--- src/rtl/mwo_pkg.sv ---
// Shared types, constants and helper functions of the multi-waveform oscillator.
`timescale 1ns / 1ps

package mwo_pkg;

    localparam int TICK_W      = 32;
    localparam int FREQ_W      = 15;
    localparam int WAVE_W      = 2;
    localparam int SAMPLE_W    = 10;
    localparam int CFG_IDX_W   = 2;
    localparam int CFG_DATA_W  = 15;
    localparam int REM_W       = 14;
    localparam int U_W         = 18;
    localparam int F_W         = 17;
    localparam int Q_W         = 31;

    localparam int PHASE_BITS_DEF       = 12;
    localparam int SINE_TABLE_DEPTH_DEF = 256;

    localparam logic [FREQ_W-1:0] FREQ_RESET    = 15'd100;
    localparam logic [REM_W-1:0]  TICKS_PER_SEC = 14'd10000;
    localparam logic [63:0]       RECIP_45      = 64'd3518437209;

    localparam logic [Q_W-1:0] Q30_ONE = 31'd1073741824;
    localparam logic [Q_W-1:0] SIN_C1  = 31'd1686629713;
    localparam logic [Q_W-1:0] SIN_C3  = 31'd693598669;
    localparam logic [Q_W-1:0] SIN_C5  = 31'd85569306;
    localparam logic [Q_W-1:0] SIN_C7  = 31'd5026994;
    localparam logic [Q_W-1:0] SIN_C9  = 31'd172272;

    localparam logic [CFG_IDX_W-1:0] CFG_FREQ = 2'd0;
    localparam logic [CFG_IDX_W-1:0] CFG_WAVE = 2'd1;

    localparam logic [SAMPLE_W-1:0] DAC_MAX = 10'd1023;
    localparam logic [SAMPLE_W-1:0] DAC_MID = 10'd512;

    typedef enum logic [WAVE_W-1:0] {
        WAVE_SINE     = 2'd0,
        WAVE_SQUARE   = 2'd1,
        WAVE_SAWTOOTH = 2'd2,
        WAVE_TRIANGLE = 2'd3
    } t_wave;

    typedef struct packed {
        logic [U_W-1:0]      u;
        logic [SAMPLE_W-1:0] saw;
    } t_phase;

    typedef struct packed {
        logic [Q_W-1:0]      s;
        logic [F_W-1:0]      f;
        logic                neg;
        logic [SAMPLE_W-1:0] saw;
    } t_sine;

    function automatic logic [Q_W-1:0] horner_step(
        input logic [Q_W-1:0] c,
        input logic [Q_W-1:0] x2,
        input logic [Q_W-1:0] t
    );
        logic [61:0] m;
        logic [31:0] d;
        m = 62'(x2) * 62'(t);
        d = 32'(c) - m[61:30];
        return d[Q_W-1:0];
    endfunction

    function automatic logic [SAMPLE_W-1:0] to_dac(
        input logic [SAMPLE_W-1:0] whole,
        input logic                frac,
        input logic                neg
    );
        logic [SAMPLE_W:0] sum;
        logic [SAMPLE_W:0] diff;
        logic [SAMPLE_W-1:0] v;
        if (neg) begin
            sum  = 11'(whole) + 11'(frac);
            diff = 11'(DAC_MID) - sum;
            v    = (sum >= 11'(DAC_MID)) ? '0 : diff[SAMPLE_W-1:0];
        end else begin
            sum = 11'(DAC_MID) + 11'(whole);
            v   = (sum > 11'(DAC_MAX)) ? DAC_MAX : sum[SAMPLE_W-1:0];
        end
        return v;
    endfunction

endpackage

--- src/rtl/mwo_shape.sv ---
// Output stage: DAC scaling of sine and triangle, waveform select and the output register.
`timescale 1ns / 1ps

module mwo_shape (
    input  logic                        i_clk,
    input  logic                        i_rst_n,
    input  logic                        i_valid,
    output logic                        o_ready,
    input  mwo_pkg::t_sine              i_sine,
    input  mwo_pkg::t_wave              i_wave,
    output logic                        o_valid,
    input  logic                        i_ready,
    output logic [mwo_pkg::SAMPLE_W-1:0] o_sample
);
    import mwo_pkg::*;

    logic                r_vld;
    logic                n_vld;
    logic [SAMPLE_W-1:0] r_sample;
    logic [SAMPLE_W-1:0] n_sample;
    logic                en;
    logic [SAMPLE_W-1:0] sine;
    logic [SAMPLE_W-1:0] tri_wave;

    assign en       = !r_vld || i_ready;
    assign n_vld    = en ? i_valid : r_vld;
    assign sine     = to_dac(i_sine.s[30:21], |i_sine.s[20:0], i_sine.neg);
    assign tri_wave = to_dac(i_sine.f[16:7], |i_sine.f[6:0], i_sine.neg);

    always_comb begin
        case (i_wave)
            WAVE_SINE: begin
                n_sample = sine;
            end
            WAVE_SQUARE: begin
                n_sample = (sine > DAC_MID) ? DAC_MAX : '0;
            end
            WAVE_SAWTOOTH: begin
                n_sample = i_sine.saw;
            end
            default: begin
                n_sample = tri_wave;
            end
        endcase
    end

    always_ff @(posedge i_clk) begin
        if (!i_rst_n) begin
            r_vld <= 1'b0;
        end else begin
            r_vld <= n_vld;
        end
    end

    always_ff @(posedge i_clk) begin
        if (en) begin
            r_sample <= n_sample;
        end
    end

    assign o_ready  = en;
    assign o_valid  = r_vld;
    assign o_sample = r_sample;

endmodule

--- config.mk ---
export PLATFORM = sky130hd
export DESIGN_NAME = mwo_shape
export DESIGN_NICKNAME = d
export VERILOG_FILES = /design/src/rtl/mwo_pkg.sv /design/src/rtl/mwo_shape.sv
export SDC_FILE = /design/constraint.sdc
export NUM_CORES = 1
export LEC_CHECK = 0
export ABC_AREA = 1
export BUFFER_PORTS_ARGS = -buffer_cell sky130_fd_sc_hd__buf_2
export CAP_MARGIN = 25
export CORE_AREA = 2 2 68 70
export DETAILED_ROUTE_END_ITERATION = 16
export DIE_AREA = 0 0 70 72
export PLACE_DENSITY_LB_ADDON = 0.15
export SYNTH_ARGS = -nofsm -noshare
export SYNTH_HDL_FRONTEND = slang
export SYNTH_SLANG_ARGS = --single-unit
--- constraint.sdc ---
create_clock -name i_clk -period 3.35 [get_ports i_clk]
set_clock_uncertainty 0.05 [all_clocks]
set_input_delay 0.67 -clock i_clk [delete_from_list [all_inputs] [get_ports i_clk]]
set_output_delay 0.67 -clock i_clk [all_outputs]
set_load 0.1 [all_outputs]
==> metrics.yaml <==
outcome: "completed"
syn-instance-count: 271
startpoint_type: "primary input"
clock_sinks: 11
place.gp.congestion: 0.888
cts_tree: "built"
clock_path_buffers: 2
p_int_uw: 373
cts_hold_buf: 0
min_path_type: "primary input to register"
dp_hpwl_um: 4140
syn_avg_cell_area_um2: 6.62
dieWidth_um: 70
maxCapViolations: 0
die_area_um2: 5040
worstPathCellList: "buf_6, nor4_4, nand4_1, or3b_4, ha_4, ha_4, inv_4, ha_4, inv_2, nor2_4, nand3_4, nand2_2, nor2_2, nor2_2, nand3_1, nor2_1, nand3_2, nand2_4, nand3_2"
areaGrowthSynthToFinish_pct: 42.1
peakVddDrop_mv: 0.126
wl_per_cell_um: 12.2
rsz0062_at_grt: "true"
synth-seq-cells: 11
endpoint: "o_sample[2]"
num_antenna_cells: 0
crit_required_ns: 3.27
reg2reg_to: "o_sample[2]"
vias_per_cell: 5.14
ant_nets: 0
reg2reg_depth: 1
rr_startpoint: "o_valid"
fin_cells: 413
critPathMaxStageDelay_ns: 0.42
core_um2: 4260
fin_tns_setup_ns: 0
die_h_um: 72
final_core_util_pct: 59.7
timing_worst_setup_path_type: "primary input to register"
antenna_found_initial: 0
p_total_uw: 694
switching_share_pct: 46.3
max_slew.worst_pin.slew_ns: 0.501
finalNetCount: 433
finalSetupViolCount: 0
grt_util_all_layers_pct: 19.5
power_frac_seq_pct: 24.9
fin_crit_sh_pct: 99.3
wl_um: 5060
ys_warn_count: 0
grt_pass1_vias: 1951
leakage_uw: 0.00123
cp_max_fo: 5
start_util_pct: 42.0
crit_path_end_kind: "register"
first_iter_violations: 105
fill_cells: 414
rows: 24
finalCriticalPeriod_ns: 3.33
syn-cell-area_um2: 1790
ys.flop_type: "edfxtp_1"
drc: 0
ys_seq_area_share_pct: 17.9
io_buffer_count: 76
dr.pass1.iters: 4
clock-root-buffer: "clkbuf_8"
post_cts_buffers: 0
h-tree-depth: 1
drive_above_1_share_pct: 42.1
p_per_area_nw_per_um2: 273
report.final.slew_viol_count: 0
ios: 77
synth_edf_count: 10
synthesis.nets: 342
combinationalPowerShare_pct: 55.9
crit_slowest_cell: "or3b_4"
via_count: 2121
pwr-share-clk_pct: 19.2
reg2reg_slack_ns: 2.28
cts_made_buffers: 3
grt_max_degree: 19
p_switching_uw: 321
crit_top_cell: "ha_4"
worstPathArrival_ns: 3.25
dpl.cell_count: 408
max_slew_margin_pct: 66.5
grt.overflow.total: 0
worstSkewPairLatency_ns: 0.23
grt_pass1_wl_um: 8270
worstSetupStartpoint: "i_sine[38]"
hold_violations: 0
synth_cell_types: 40
fmax_mhz: 301
ys_async_sr_fraction_pct: 0
path_clk_slew_ns: 0.05
## cells in the mapped netlist, types with 4 or more instances
cell type	number	area share (%)
nand2_1	46	9.6
inv_1	36	7.5
nand3_1	30	8.4
nor2_1	20	4.2
o21ai_0	17	4.7
nand3_2	11	6.1
a21oi_1	10	2.8
edfxtp_1	10	17
nand2_2	8	2.8
ha_1	6	4.2
nand4_1	6	2.1
nor2_4	6	3.8
nor4_1	6	2.1
xor2_1	6	2.9
xnor2_1	5	2.4
a22oi_1	4	1.7
nor2_2	4	1.4
nor3_1	4	1.1
## cell usage in the layout, fill, tap and decap left out, types with 2 or more instances in the layout
master and n:
xnor2_1 5, nor3_1 4, a21oi_2 3, o21bai_1 2, buf_6 5, nand3_1 27
nor3b_1 2, nand3_2 13, inv_1 34, nor2_1 19, nand4_1 6, edfxtp_1 10
nand2_1 41, clkbuf_8 3, a21oi_1 10, nor2_2 3, buf_2 71, nor4_1 2
clkinv_1 2, nor4_4 2, nand2_2 12, a31oi_1 3, buf_4 14, nand2_4 4
nor4_2 2, inv_2 3, o21ai_1 2, a22oi_1 4, nor2_4 8, o21ai_0 17
ha_1 3, o311ai_0 2, xor2_1 6, ha_4 3
## repair_timing
| action | CTS | global route |
|---|---|---|
| gates cloned | 1 | 0 |
| pin swaps | 4 | 21 |
| endpoints found under the setup margin | 10 | 10 |
| gates resized for setup | 2 | 21 |
| hold endpoints to repair | 0 | 0 |
## critical path: cells and delay by family
| kind | cells | cell delay [ns] |
|---|---|---|
| fa+ha+maj | 3 | 0.54 |
| simple gates | 13 | 1.85 |
| buf+inv | 3 | 0.19 |
## cells by family (layout without fill, tap and decap cells)
| family | count (synthesis) | after routing | share of synthesized area [%] |
|---|---|---|---|
| AO/OA/AOI/OAI | 49 | 49 | 16.9 |
| AND/OR/NAND/NOR | 149 | 150 | 46.1 |
| buffers and inverters | 45 | 134 | 9.56 |
| XOR/XNOR | 11 | 11 | 5.37 |
| flip-flops | 11 | 11 | 17.9 |
| adder cells (fa/ha/maj) | 6 | 6 | 4.19 |
## through the flow
stage | instance area [um^2] | hold WS [ns] | setup WS [ns]
after floorplan | 1860 | 0.761 | 0.0206
after global placement | 2390 | 0.793 | -0.215
after detailed placement | 2390 | 0.827 | -0.293
after CTS | 2450 | 0.642 | 0.00960
after global routing | 2550 | 0.653 | -0.129
final | 2550 | 0.639 | 0.0233
## power groups by stage
stage / registers (uW) / logic, uW / clock network [uW]
global placement: 176 / 367 / 0
global route: 174 / 418 / 141
detailed placement: 176 / 370 / 0
CTS: 173 / 373 / 134
floorplan: 297 / 142 / 0
finish: 173 / 388 / 133
## sequential cells by signal, summed over array words and instances (netlist names)
signal / count
o_sample: 10
o_valid: 1
## worst min-delay path by stage
| stage | from | end | slack [ns] | depth (start not counted) |
|---|---|---|---|---|
| 6_report | i_valid | o_valid | 0.64 | 3 |
| 5_1_grt | i_rst_n | o_valid | 0.65 | 2 |
| 4_1_cts | i_rst_n | o_valid | 0.64 | 2 |
| 3_5_place_dp | o_valid | o_sample[7] | 0.83 | 1 |
| 3_3_place_gp | o_valid | o_valid | 0.79 | 2 |
| 2_1_floorplan | i_valid | o_valid | 0.76 | 2 |
## per-layer routing
metal	vias to the layer above	track usage (%)	part of all wire (%)
met5	-	0	0
met4	0	2.56	0.26
met3	2	1.81	5.7
met2	69	35.0	47
met1	941	26.4	47
li1	1109	-	-
## area by class of cell
| type | instances | area (um^2) | area share, % |
|---|---|---|---|
| clock buffers | 4 | 45.0 | 1.77 |
| multi-input cells | 216 | 1450 | 56.8 |
| well taps | 52 | 65.1 | 2.55 |
| repair buffers | 90 | 517 | 20.3 |
| flip-flops and latches | 11 | 320 | 12.6 |
| inverters | 40 | 153 | 5.99 |
No activity file was read; power rests on OpenSTA's default activity.
