==> src/rtl/mwo_pkg.sv <==
// Shared types, constants and helper functions of the multi-waveform oscillator.
`timescale 1ns / 1ps

package mwo_pkg;

    localparam int TICK_W      = 32;
    localparam int FREQ_W      = 15;
    localparam int WAVE_W      = 2;
    localparam int SAMPLE_W    = 10;
    localparam int CFG_IDX_W   = 2;
    localparam int CFG_DATA_W  = 15;
    localparam int REM_W       = 14;
    localparam int U_W         = 18;
    localparam int F_W         = 17;
    localparam int Q_W         = 31;

    localparam int PHASE_BITS_DEF       = 12;
    localparam int SINE_TABLE_DEPTH_DEF = 256;

    localparam logic [FREQ_W-1:0] FREQ_RESET    = 15'd100;
    localparam logic [REM_W-1:0]  TICKS_PER_SEC = 14'd10000;
    localparam logic [63:0]       RECIP_45      = 64'd3518437209;

    localparam logic [Q_W-1:0] Q30_ONE = 31'd1073741824;
    localparam logic [Q_W-1:0] SIN_C1  = 31'd1686629713;
    localparam logic [Q_W-1:0] SIN_C3  = 31'd693598669;
    localparam logic [Q_W-1:0] SIN_C5  = 31'd85569306;
    localparam logic [Q_W-1:0] SIN_C7  = 31'd5026994;
    localparam logic [Q_W-1:0] SIN_C9  = 31'd172272;

    localparam logic [CFG_IDX_W-1:0] CFG_FREQ = 2'd0;
    localparam logic [CFG_IDX_W-1:0] CFG_WAVE = 2'd1;

    localparam logic [SAMPLE_W-1:0] DAC_MAX = 10'd1023;
    localparam logic [SAMPLE_W-1:0] DAC_MID = 10'd512;

    typedef enum logic [WAVE_W-1:0] {
        WAVE_SINE     = 2'd0,
        WAVE_SQUARE   = 2'd1,
        WAVE_SAWTOOTH = 2'd2,
        WAVE_TRIANGLE = 2'd3
    } t_wave;

    typedef struct packed {
        logic [U_W-1:0]      u;
        logic [SAMPLE_W-1:0] saw;
    } t_phase;

    typedef struct packed {
        logic [Q_W-1:0]      s;
        logic [F_W-1:0]      f;
        logic                neg;
        logic [SAMPLE_W-1:0] saw;
    } t_sine;

    function automatic logic [Q_W-1:0] horner_step(
        input logic [Q_W-1:0] c,
        input logic [Q_W-1:0] x2,
        input logic [Q_W-1:0] t
    );
        logic [61:0] m;
        logic [31:0] d;
        m = 62'(x2) * 62'(t);
        d = 32'(c) - m[61:30];
        return d[Q_W-1:0];
    endfunction

    function automatic logic [SAMPLE_W-1:0] to_dac(
        input logic [SAMPLE_W-1:0] whole,
        input logic                frac,
        input logic                neg
    );
        logic [SAMPLE_W:0] sum;
        logic [SAMPLE_W:0] diff;
        logic [SAMPLE_W-1:0] v;
        if (neg) begin
            sum  = 11'(whole) + 11'(frac);
            diff = 11'(DAC_MID) - sum;
            v    = (sum >= 11'(DAC_MID)) ? '0 : diff[SAMPLE_W-1:0];
        end else begin
            sum = 11'(DAC_MID) + 11'(whole);
            v   = (sum > 11'(DAC_MAX)) ? DAC_MAX : sum[SAMPLE_W-1:0];
        end
        return v;
    endfunction

endpackage

==> src/rtl/mwo_phase.sv <==
// Phase pipeline: tick times frequency modulo one second, truncated phase and table position.
`timescale 1ns / 1ps

module mwo_phase #(
    parameter int PHASE_BITS       = mwo_pkg::PHASE_BITS_DEF,
    parameter int SINE_TABLE_DEPTH = mwo_pkg::SINE_TABLE_DEPTH_DEF
) (
    input  logic                      i_clk,
    input  logic                      i_rst_n,
    input  logic                      i_valid,
    output logic                      o_ready,
    input  logic [mwo_pkg::TICK_W-1:0] i_tick,
    input  logic [mwo_pkg::FREQ_W-1:0] i_freq,
    output logic                      o_valid,
    input  logic                      i_ready,
    output mwo_pkg::t_phase           o_phase
);
    import mwo_pkg::*;

    localparam int NS     = 8;
    localparam int IDX_W  = $clog2(SINE_TABLE_DEPTH);
    localparam int IDXP_W = PHASE_BITS + IDX_W + 1;
    localparam int UP_W   = IDX_W + 44;
    localparam logic [43:0] U_RECIP = 44'(((64'd1 << 42) + 64'(SINE_TABLE_DEPTH) - 64'd1)
                                          / 64'(SINE_TABLE_DEPTH));

    logic [NS-1:0] r_vld;
    logic [NS-1:0] n_vld;
    logic [NS-1:0] vin;
    logic [NS:0]   en;

    logic [TICK_W-1:0]     r_tick1;
    logic [18:0]           r_q1;
    logic [REM_W-1:0]      r_r1;
    logic [28:0]           r_prod;
    logic [28:0]           r_prod4;
    logic [15:0]           r_q2;
    logic [REM_W-1:0]      r_p;
    logic [PHASE_BITS-1:0] r_ph;
    logic [IDX_W-1:0]      r_idx;
    logic [SAMPLE_W-1:0]   r_saw7;
    logic [U_W-1:0]        r_u;
    logic [SAMPLE_W-1:0]   r_saw8;

    logic [63:0]                q1_prod;
    logic [32:0]                r1_full;
    logic [28:0]                prod;
    logic [63:0]                q2_prod;
    logic [29:0]                p_full;
    logic [63:0]                ph_prod;
    logic [IDXP_W-1:0]          idx_prod;
    logic [PHASE_BITS+9:0]      saw_full;
    logic [UP_W-1:0]            u_prod;

    assign vin = {r_vld[NS-2:0], i_valid};

    always_comb begin
        en[NS] = i_ready;
        for (int k = NS - 1; k >= 0; k--) begin
            en[k] = !r_vld[k] || en[k+1];
        end
        for (int k = 0; k < NS; k++) begin
            n_vld[k] = en[k] ? vin[k] : r_vld[k];
        end
    end

    always_ff @(posedge i_clk) begin
        if (!i_rst_n) begin
            r_vld <= '0;
        end else begin
            r_vld <= n_vld;
        end
    end

    assign q1_prod  = 64'(i_tick) * RECIP_45;
    assign r1_full  = 33'(r_tick1) - 33'(r_q1) * 33'(TICKS_PER_SEC);
    assign prod     = 29'(r_r1) * 29'(i_freq);
    assign q2_prod  = 64'(r_prod) * RECIP_45;
    assign p_full   = 30'(r_prod4) - 30'(r_q2) * 30'(TICKS_PER_SEC);
    assign ph_prod  = (64'(r_p) << PHASE_BITS) * RECIP_45;
    assign idx_prod = IDXP_W'(r_ph) * IDXP_W'(SINE_TABLE_DEPTH);
    assign saw_full = {r_ph, 10'b0};
    assign u_prod   = UP_W'(r_idx) * UP_W'(U_RECIP);

    always_ff @(posedge i_clk) begin
        if (en[0]) begin
            r_tick1 <= i_tick;
            r_q1    <= q1_prod[45 +: 19];
        end
        if (en[1]) begin
            r_r1 <= r1_full[REM_W-1:0];
        end
        if (en[2]) begin
            r_prod <= prod;
        end
        if (en[3]) begin
            r_prod4 <= r_prod;
            r_q2    <= q2_prod[45 +: 16];
        end
        if (en[4]) begin
            r_p <= p_full[REM_W-1:0];
        end
        if (en[5]) begin
            r_ph <= ph_prod[45 +: PHASE_BITS];
        end
        if (en[6]) begin
            r_idx  <= idx_prod[PHASE_BITS +: IDX_W];
            r_saw7 <= saw_full[PHASE_BITS +: SAMPLE_W];
        end
        if (en[7]) begin
            r_u    <= u_prod[24 +: U_W];
            r_saw8 <= r_saw7;
        end
    end

    assign o_ready     = en[0];
    assign o_valid     = r_vld[NS-1];
    assign o_phase.u   = r_u;
    assign o_phase.saw = r_saw8;

endmodule

==> config.mk <==
export PLATFORM = sky130hd
export DESIGN_NAME = mwo_phase
export DESIGN_NICKNAME = d
export VERILOG_FILES = /design/src/rtl/mwo_pkg.sv /design/src/rtl/mwo_phase.sv
export SDC_FILE = /design/constraint.sdc
export NUM_CORES = 2
export LEC_CHECK = 0
export BUFFER_PORTS_ARGS = -buffer_cell sky130_fd_sc_hd__buf_2
export CORE_MARGIN = 10
export CORE_UTILIZATION = 65
export DETAILED_ROUTE_END_ITERATION = 10
export PLACE_DENSITY = 0.81
export SLEW_MARGIN = 20
export SYNTH_ARGS = -nofsm -noshare
export SYNTH_HDL_FRONTEND = slang
export SYNTH_SLANG_ARGS = --single-unit
==> constraint.sdc <==
create_clock -name i_clk -period 20.9 [get_ports i_clk]
set_input_delay 6.27 -clock i_clk [delete_from_list [all_inputs] [get_ports i_clk]]
set_output_delay 6.27 -clock i_clk [all_outputs]
set_load 0.1 [all_outputs]
==> flow_metrics.py <==
metrics = {
    "synth": {
        "ys_warn_count": 0,
        "synthCells": 4595,
        "async_flop_share": 0,
        "yosysSeqAreaShare": 0.0850,
        "synth_flop_cell": "edfxtp_1",
        "synth_top_area_share": 0.463,
        "syn_area_per_cell_sq_um": 10.8,
        "ys_top_cells_by_area": "fa_1 (46%), ha_1 (23%), inv_1 (12%)",
        "synth_area_sq_um": 49600,
        "synth_edf_count": 135,
        "synth_top_cell_by_area": "fa_1",
        "ys_types": 61,
        "synth_seq_cells": 143,
    },
    "final_layout": {
        "nets": 6768,
        "final_cell_area_sq_um": 51600,
        "postLayoutCoreUtil": 0.681,
        "drive_gt1_frac": 0.0255,
        "final_cell_mix": "inv_1 (1530), fa_1 (1147), ha_1 (920)",
        "areaGrowthSynthToFinish_pct": 4.08,
        "diodes": 0,
        "seq_area_sq_um": 4210,
        "final_common_cell": "inv_1",
        "multi_input_area_sq_um": 39400,
        "nFillCells": 5628,
    },
    "cts": {
        "cts-hold-fix-buffers": 0,
        "cts-root-buf": "clkbuf_16",
        "clock-sinks": 143,
        "htree_levels": 4,
        "cts_buffers": 17,
        "clkSlewWorstSetupHoldPaths_ns": 0.07,
        "cts_setup_buffers": 0,
        "clock_path_buffers": 2,
        "insertion_delay_ns": 0.45,
        "cts_tree": "built",
        "cts.repair.resized": 0,
    },
    "floorplanning": {
        "fp.dieW_um": 296,
        "io_pins": 81,
        "design.core.area_sq_um": 75800,
        "die_y_um": 296,
        "rows": 101,
        "die_area_sq_um": 87700,
        "initial_core_util": 0.654,
    },
    "routing": {
        "wire_per_inst_um": 21.3,
        "dr.pass1.iters": 5,
        "vias_per_cell": 5.53,
        "route.vias.total": 31200,
        "drc_errors": 0,
        "drt_iter0_markers": 2106,
        "drt_wl_total_mm": 120,
        "ant_nets": 0,
    },
    "placement": {
        "placed_area_sq_um": 51000,
        "place_congestion": 1.02,
        "port_buffers": 70,
        "dp_hpwl_mm": 106,
    },
    "critical_path": {
        "endpoint_kind": "output port",
        "cp_top_family": "simple AND/OR/NAND/NOR gates",
        "cp_slowest_cell": "buf_2",
        "cp_num_buf_inv": 2,
        "cp_slowest_stage_delay_ns": 0.49,
        "crit_type": "input port to output port",
        "worstPathArrival_ns": 8.55,
        "critPathLaunchType": "input port",
        "worstPathMaxFanout": 25,
        "cp_cell_sequence": "buf_2 -> nor2b_1 -> and3_1 -> and2_1 -> and3_1 -> and2_1 -> nand2_2 -> buf_2",
        "cp.required_ns": 14.63,
    },
    "sta": {
        "max_freq_ghz": 0.0675,
        "maxSlewViolCount": 0,
        "tns_ns": 0,
        "slew_headroom": 0.283,
        "whs_ns": 0.419,
        "fin_crit_ns": 14.82,
        "fin_skew_ns": 0.0144,
        "fin_crit_sh": 0.709,
        "worstMarginPinSlew_ns": 1.08,
        "hold_viol_final": 0,
        "grt_setup_unrepaired": "false",
        "setup_violations": 0,
    },
    "global_route": {
        "grt_pass1_vias": 35900,
        "grt_usage": 0.294,
        "antenna_found_initial": 1,
        "overflow": 0,
        "grt_pass1_wl_mm": 195,
        "grt_max_degree": 30,
    },
    "min_path": {
        "hold_path.class": "flip-flop to flip-flop",
    },
    "run_status": {
        "status": "finished, final reports clean",
    },
    "flow_run": {
        "cap_violations": 0,
    },
}
==> path summary, 6_finish.rpt <==
kind,cells past startpoint,slack (ns),start,end
worst min-delay path,0,0.42,r_ph[10],r_idx[6]
worst max register to register,21,12.73,r_prod[18],r_q2[7]
worst max-delay path,8,6.08,i_ready,o_ready
worst min register to register,0,0.42,r_ph[10],r_idx[6]
==> final cells by class <==
class / count / share of cell area
multi-input combinational: 2882 / 0.764
inverter: 1530 / 0.111
sequential: 143 / 0.0817
tap: 978 / 0.0237
clock buffer: 17 / 0.00824
timing repair buffer: 76 / 0.00766
clock inverter: 15 / 0.00369
==> state kept, by name (all words and copies together) (netlist names) <==
register  flops
r_idx         8
r_p          14
r_ph         10
r_prod       29
r_prod4      14
r_q1         10
r_q2         10
r_r1         14
r_saw7        2
r_saw8       10
r_tick1      14
r_vld         8
==> metrics by stage <==
step	setup WS, ns	instances
6_report	6.08	5641
5_1_grt	5.93	5641
4_1_cts	5.71	5641
3_5_place_dp	5.75	5609
3_3_place_gp	5.84	5609
2_1_floorplan	6.38	4604
==> cell families (layout without fill, tap and decap cells) <==
logic type,after synthesis,count (layout),synth area share
adders and majority gates,2067,2067,0.695
buffers and inverters,1579,1638,0.121
and+or+nand+nor,399,399,0.0390
AOI/OAI and AO/OA,292,292,0.0396
DFF,143,143,0.0850
xor gates and xnor gates,114,114,0.0201
other,1,10,0.0000756
==> Yosys cell counts (all sizes together), types with 18 or more instances <==
cell,instances
xor2,27
and2,87
a21oi,81
clkbuf,31
nand2,158
buf,18
a21o,64
fa,1147
xnor2,87
inv,1530
nand3,21
o21ai,48
edfxtp,135
nor3,18
ha,920
nor2,54
==> worst register-to-register path, stage by stage, from the launching register on <==
cell and delay, ns:
edfxtp_1 0.81, inv_1 0.23, ha_1 0.53, fa_1 0.51, fa_1 0.53, fa_1 0.55, inv_1 0.05, fa_1 0.54
inv_1 0.07, fa_1 0.48, inv_1 0.05, fa_1 0.44, ha_1 0.28, ha_1 0.32, and3_1 0.22, nand4_1 0.41
nor3_1 0.57, nor4bb_1 0.61, a21oi_1 0.19, o221ai_1 0.29, a21oi_1 0.13, xnor2_1 0.13
==> layer usage <==
layer / part of all wire / GRT usage
met5: 0.00011 / 0
met4: 0.053 / 0.134
met3: 0.064 / 0.0479
met2: 0.49 / 0.500
met1: 0.39 / 0.367
Power is left out: the tool's default activity adds up to more than one toggle a clock period on the data nets, which glitch-free logic cannot reach.
